===== config.mk =====
export PLATFORM = sky130hd
export DESIGN_NAME = pmpw_byte_seq
export DESIGN_NICKNAME = d
export VERILOG_FILES = /design/src/design/pmpw_pkg.sv /design/src/design/pmpw_byte_seq.sv
export SDC_FILE = /design/constraint.sdc
export NUM_CORES = 1
export LEC_CHECK = 0
export ABC_AREA = 0
export BUFFER_PORTS_ARGS = -buffer_cell sky130_fd_sc_hd__buf_2
export CAP_MARGIN = 10
export CORE_MARGIN = 2
export CORE_UTILIZATION = 47
export DETAILED_ROUTE_END_ITERATION = 10
export PLACE_DENSITY = 0.73
export SLEW_MARGIN = 10
export SYNTH_ARGS = -nofsm -noshare
export SYNTH_HDL_FRONTEND = slang
export SYNTH_SLANG_ARGS = --single-unit

===== constraint.sdc =====
create_clock -name clk_i -period 2.7 [get_ports clk_i]
set_clock_uncertainty 0.15 [all_clocks]
set_input_delay 0.135 -clock clk_i [delete_from_list [all_inputs] [get_ports clk_i]]
set_output_delay 0.135 -clock clk_i [all_outputs]
set_load 0.02 [all_outputs]

===== src/design/pmpw_pkg.sv =====
// Shared types and constants for the page mode pixel writer.
package pmpw_pkg;

  localparam logic [7:0] PAGE_CMD_BASE = 8'hB0;
  localparam logic [7:0] COL_LOW_MASK  = 8'h0F;
  localparam logic [7:0] COL_HIGH_CMD  = 8'h10;
  localparam logic [5:0] OFFSET_RESET  = 6'd18;

  // Position of the byte being shown within one pixel write
  typedef enum logic [1:0] {
    SEQ_PAGE,
    SEQ_COL_LO,
    SEQ_COL_HI,
    SEQ_DATA
  } seq_e;

  // One pixel write ready for the byte sequencer
  typedef struct packed {
    logic [3:0] page;
    logic [7:0] col;
    logic [7:0] data;
  } pix_cmd_t;

endpackage


===== src/design/pmpw_byte_seq.sv =====
// Output sequencer: turns one pixel write into three command bytes and one data byte.
module pmpw_byte_seq (
  input  logic              clk_i,
  input  logic              rst_ni,
  input  logic              load_valid_i,
  input  pmpw_pkg::pix_cmd_t load_cmd_i,
  output logic              load_ready_o,
  output logic              m_axis_tvalid,
  input  logic              m_axis_tready,
  output logic [7:0]        m_axis_tdata,   // out_byte[7:0]
  output logic              m_axis_tuser,   // is_data
  output logic              m_axis_tlast
);
  import pmpw_pkg::*;

  seq_e     seq_q, seq_d;
  logic     valid_q, valid_d;
  pix_cmd_t cmd_q;
  logic     load;

  assign load_ready_o = !valid_q || ((seq_q == SEQ_DATA) && m_axis_tready);
  assign load         = load_valid_i && load_ready_o;

  // Next state
  always_comb begin
    seq_d   = seq_q;
    valid_d = valid_q;
    if (load) begin
      seq_d   = SEQ_PAGE;
      valid_d = 1'b1;
    end else if (valid_q && m_axis_tready) begin
      unique case (seq_q)
        SEQ_PAGE:   seq_d = SEQ_COL_LO;
        SEQ_COL_LO: seq_d = SEQ_COL_HI;
        SEQ_COL_HI: seq_d = SEQ_DATA;
        SEQ_DATA:   valid_d = 1'b0;
        default:    seq_d = SEQ_PAGE;
      endcase
    end
  end

  always_ff @(posedge clk_i or negedge rst_ni) begin
    if (!rst_ni) begin
      seq_q   <= SEQ_PAGE;
      valid_q <= 1'b0;
    end else begin
      seq_q   <= seq_d;
      valid_q <= valid_d;
    end
  end

  always_ff @(posedge clk_i) begin
    if (load) begin
      cmd_q <= load_cmd_i;
    end
  end

  // Outputs
  always_comb begin
    m_axis_tvalid = valid_q;
    m_axis_tuser  = 1'b0;
    unique case (seq_q)
      SEQ_PAGE:   m_axis_tdata = PAGE_CMD_BASE + {4'h0, cmd_q.page};
      SEQ_COL_LO: m_axis_tdata = cmd_q.col & COL_LOW_MASK;
      SEQ_COL_HI: m_axis_tdata = COL_HIGH_CMD | {4'h0, cmd_q.col[7:4]};
      SEQ_DATA: begin
        m_axis_tdata = cmd_q.data;
        m_axis_tuser = 1'b1;
      end
      default:    m_axis_tdata = 8'h00;
    endcase
    m_axis_tlast = m_axis_tuser && valid_q;
  end

endmodule


After elaboration in Yosys (flattened, before gate mapping)
Cells that the tools add are included.
- add/sub/neg operators: 1
- equal/unequal tests: 3
- multiplexer cells: 8
- reductions and logical operators: 12
- operators with widths (cell ; number):
    $pmux W8 S4 ; 1
    $add A8 B4 Y8 const A ; 1
    $pmux W2 S3 ; 1
    $eq A2 B2 Y1 const B ; 2
    $logic_and A1 B1 Y1 ; 4
    $mux W1 ; 4
    $mux W2 ; 2
    $reduce_and A2 Y1 ; 2
    $reduce_bool A2 Y1 ; 2
    $reduce_bool A4 Y1 ; 1
    $eq A2 B1 Y1 const B ; 1
    $logic_not A2 Y1 ; 1
    $logic_not A1 Y1 ; 1
    $logic_or A1 B1 Y1 ; 1
- register bits: 23
- input bits: 24
- output and inout port bits: 12
- word-level logic and storage cells: 29

Logic depth before layout (Yosys ltp)
- depth after elaboration: 6
- depth in mapped cells: 6
- gate-level depth less buffers: 5

Worst setup path before layout
No wires, ideal clock.
- path kind: reg-to-reg
- start: register seq_q[1]
- end: register cmd_q[0] in the netlist's numbering (enable)
- library setup time: 0.402 ns
- arrival time: 1.962 ns
- data required time: 2.148 ns
- path slack: 0.186 ns
- stages on the path, launching flop included: 5
- buffers on the path: 1
- clock period less this slack: 2.514 ns
- path through: dfrtp_1 > ha_1 > buf_2 > a21boi_2 > nor2b_1
- longest elaborated chain between the ends: 4
- ends and longest elaborated chain (element ; line ; text):
    start: declaration ; pmpw_byte_seq.sv:16 ; seq_e seq_q, seq_d;
    start signal: assignment ; pmpw_byte_seq.sv:47 ; seq_q <= seq_d;
    $eq A2 B2 Y1 ; pmpw_byte_seq.sv:21 ; assign load_ready_o = !valid_q || ((seq_q == SEQ_DATA) && m_axis_tready);
    $logic_and A1 B1 Y1 ; pmpw_byte_seq.sv:21 ;
    $logic_or A1 B1 Y1 ; pmpw_byte_seq.sv:21 ;
    $logic_and A1 B1 Y1 ; pmpw_byte_seq.sv:22 ; assign load = load_valid_i && load_ready_o;
    via load ; pmpw_byte_seq.sv:19 ; logic load;
    end signal: assignment ; pmpw_byte_seq.sv:54 ; cmd_q <= load_cmd_i;
    end: declaration ; pmpw_byte_seq.sv:18 ; pix_cmd_t cmd_q;
The timed path passes the listed nets, and every way through them passes these cells.
A chain may end at the register's enable or synchronous reset.

Final worst setup path
- start: register seq_q[1]
- end: output m_axis_tdata[3]
- longest elaborated chain between the ends: 2
- elaborated cells between the ends (all ways): 5
- classes of those cells: 3 x eq/ne; 1 x mux; 1 x reduce/logical
- ends and longest elaborated chain (element ; line ; text):
    $eq A2 B2 Y1 (tied with other cells) ; pmpw_byte_seq.sv:62 ; unique case (seq_q)
    $pmux W8 S4 * ; pmpw_byte_seq.sv:62 ;
    end: declaration ; pmpw_byte_seq.sv:10 ; output logic [7:0] m_axis_tdata,
Mark *: on every way between the ends. The rest lies on a longest branch, timed or not.

==> summary.md <==
| Metric | Value |
|---|---|
| Status | `finished clean` |
| Area Growth Syn to Fin | `49.5%` |
| Yosys cell types | `20` |
| H-tree depth | `1` |
| Largest net degree at the start of global routing | `13` |
| Initial Utilization | `49.4%` |
| Fmax | `482 MHz` |
| Hold Fails Final Rpt | `0` |
| Critical path capture point type | `output port` |
| ANT nets after route | `0` |
| Total gr overflow | `0` |
| Seq cells post-synth | `23` |
| Minimum clock period | `slightly above 2 ns` |
| Final TNS setup | `0 ns` |
| Synth Net Count | `89` |
| Most frequent cells in the layout | `35 x buf_2, 24 x dlygate4sd3_1, 20 x edfxtp_1` |
| Seq/Total Area, Yosys | `a little over two thirds` |
| Area occupied by registers | `676 um2` |
| Worst-Skew Late Latency | `just over 0.3 ns` |
| Clock Pin Slew Worst Setup and Hold Paths | `approximately 0.11 ns` |
| Pre-CTS setup slack | `slightly above 0.9 ns` |
| Total Routed Length | `between 2000 and 2500 um` |
| Leakage power total | `about 0.00065 uW` |
| Post-Synthesis Cells | `slightly above 60` |
| Max Cap Violations | `0` |
| Slew @ Worst Pin | `0.444 ns` |
| Final period util | `approximately 77%` |
| Cell Rows | `16` |
| Crit path launch type | `flop` |
| Pwr per Cell Area | `~860 mW/mm2` |
| DR vias/cell | `4.77` |
| Crit Path Category | `reg2out` |
| Slew Viols, Final | `0` |
| Slew headroom | `70.4%` |
| Sink Count | `23` |
| Synth Cell Area | `about 970 um2` |
| CTS buffer count | `3` |
| # setup viols final | `0` |
| Unrepaired setup endpoints after global routing | `no` |
| Post-CTS repair timing setup buffer count | `0` |
| Die ar. | `roughly 0.0024 mm2` |
| Drt first pass iters | `4` |
| Die height | `around 50 um` |
| Hold WC Path Type | `in2reg` |
| DRC | `0` |
| Dpl hpwl | `~1300 um` |
| DR iter-0 viols | `21` |
| Root Driver | `clkbuf_4` |
| Crit Path Max Fanout | `6` |
| Core area | `just under 0.002 mm2` |
| TritonCTS clock tree | `done` |
| Vias in the first global route | `724` |
| Most common cell after layout, fill and taps aside | `buf_2` |
| WP data arrival | `~1.8 ns` |
| First-pass GRT wire length | `~3100 um` |
| Clock Path Buffers | `2` |
| Final total power | `between 1000 and 1500 uW` |
| Initial antenna violation count | `0` |
| Routed wire length per instance | `13.3 um` |
| DIE WIDTH | `~49 um` |
| Syn_area_per_cell | `approximately 16 um2` |
| IO buf count | `35` |
| IO Count | `36` |
| Area of the multi-input gates | `roughly 260 um2` |
| Synth warnings | `0` |
| Ratio of cells with drive above 1 in the final layout | `a little over a third` |
| GPL Wtd Cong | `~0.79` |
| Antenna cell count | `0` |
| Required @ worst endpoint | `around 2.4 ns` |
| Gr usage total | `17.7%` |
| Nets@finish | `153` |
| Final worst setup slack | `between 0.6 and 0.7 ns` |
| Filler cells | `142` |
| Worst vdd ir | `between 0.4 and 0.5 mV` |
| Via count | `721` |
-- through the flow --
stage | util, % | instance area (um2) | hold WS [ns] | cells
floorplan | - | 970 | -0.311 | 61
finish | 73.9 | 1450 | 0.375 | 151
global placement | 60.3 | 1180 | -0.213 | 123
detailed placement | 60.3 | 1180 | -0.218 | 123
global route | 73.9 | 1450 | 0.369 | 151
CTS | 73.9 | 1450 | 0.367 | 151
-- where the power goes --
group          switching (uW)  internal, uW  total (uW)  leakage, uW
combinational             359           249         609     0.000415
clock                    95.2          57.7         153    0.0000150
sequential               33.9           451         484     0.000216
-- synthesized netlist by cell type --
| cell | n | area share [%] |
|---|---|---|
| and2_1 | 2 | 1.3 |
| buf_2 | 1 | 0.52 |
| dfrtp_1 | 3 | 7.7 |
| a21boi_2 | 1 | 1.2 |
| a21oi_1 | 1 | 0.52 |
| o21a_1 | 1 | 0.77 |
| nor2b_1 | 1 | 0.65 |
| ha_1 | 4 | 5.2 |
| mux2i_1 | 6 | 6.2 |
| nor2_1 | 2 | 0.77 |
| edfxtp_1 | 20 | 62 |
| nand2_1 | 1 | 0.39 |
| a21o_1 | 2 | 1.5 |
| nand3_1 | 1 | 0.52 |
| a222oi_1 | 4 | 4.1 |
| o311ai_2 | 1 | 1.7 |
| buf_4 | 1 | 0.77 |
| inv_1 | 7 | 2.7 |
| a311oi_1 | 1 | 0.90 |
| or2_2 | 1 | 0.65 |
-- state kept, by name, indices dropped and copies added, names as in the netlist --
signal	count
seq_q	2
m_axis_tvalid	1
cmd_q	20
-- per-layer routing --
| layer | GRT usage, % | vias up | routed length, um |
|---|---|---|---|
| met4 | 9.72 | 0 | 44 |
| met2 | 32.2 | 28 | 1030 |
| li1 | - | 355 | - |
| met3 | 1.84 | 5 | 95 |
| met1 | 20.0 | 333 | 837 |
| met5 | 0 | - | 0 |
-- cell type report --
type / count / share of cell area (%)
inverters: 7 / 1.81
repair buffers: 61 / 29.7
multi-input cells: 29 / 17.8
flip-flops and latches: 23 / 46.6
well taps: 27 / 2.33
clock buffers: 4 / 1.81
-- kinds of logic after synthesis --
logic type	Yosys count	synth area share, %
AO/OA/AOI/OAI	11	10.7
buffers and inverters	9	4.00
flip-flops	23	69.7
AND/OR/NAND/NOR	8	4.26
adder cells (fa/ha/maj)	4	5.16
multiplexers	6	6.19
-- worst paths after layout --
check / start / end / slack [ns] / depth (start not counted)
min in group asynchronous: rst_ni / seq_q[0] / 0.53 / 3
max in group asynchronous: rst_ni / m_axis_tvalid / 1.72 / 3
worst max register to register: seq_q[0] / seq_q[0] / 0.86 / 5
worst min-delay path: load_cmd_i[1] / cmd_q[1] / 0.37 / 2
worst min register to register: m_axis_tvalid / seq_q[0] / 0.49 / 1
worst max-delay path: seq_q[1] / m_axis_tdata[3] / 0.63 / 5
-- worst max-delay path: stages, from the launching register on --
cell	delay [ns]
dfrtp_1	0.44
inv_1	0.09
ha_1	0.28
a222oi_1	0.36
mux2i_1	0.13
buf_2	0.18
-- repair_timing --
item                      4_1_cts  5_1_grt
hold buffers                   24        0
hold endpoints to repair       25        0
gates resized for setup         0        0
Note: power is estimated with default switching activity, not from simulation.
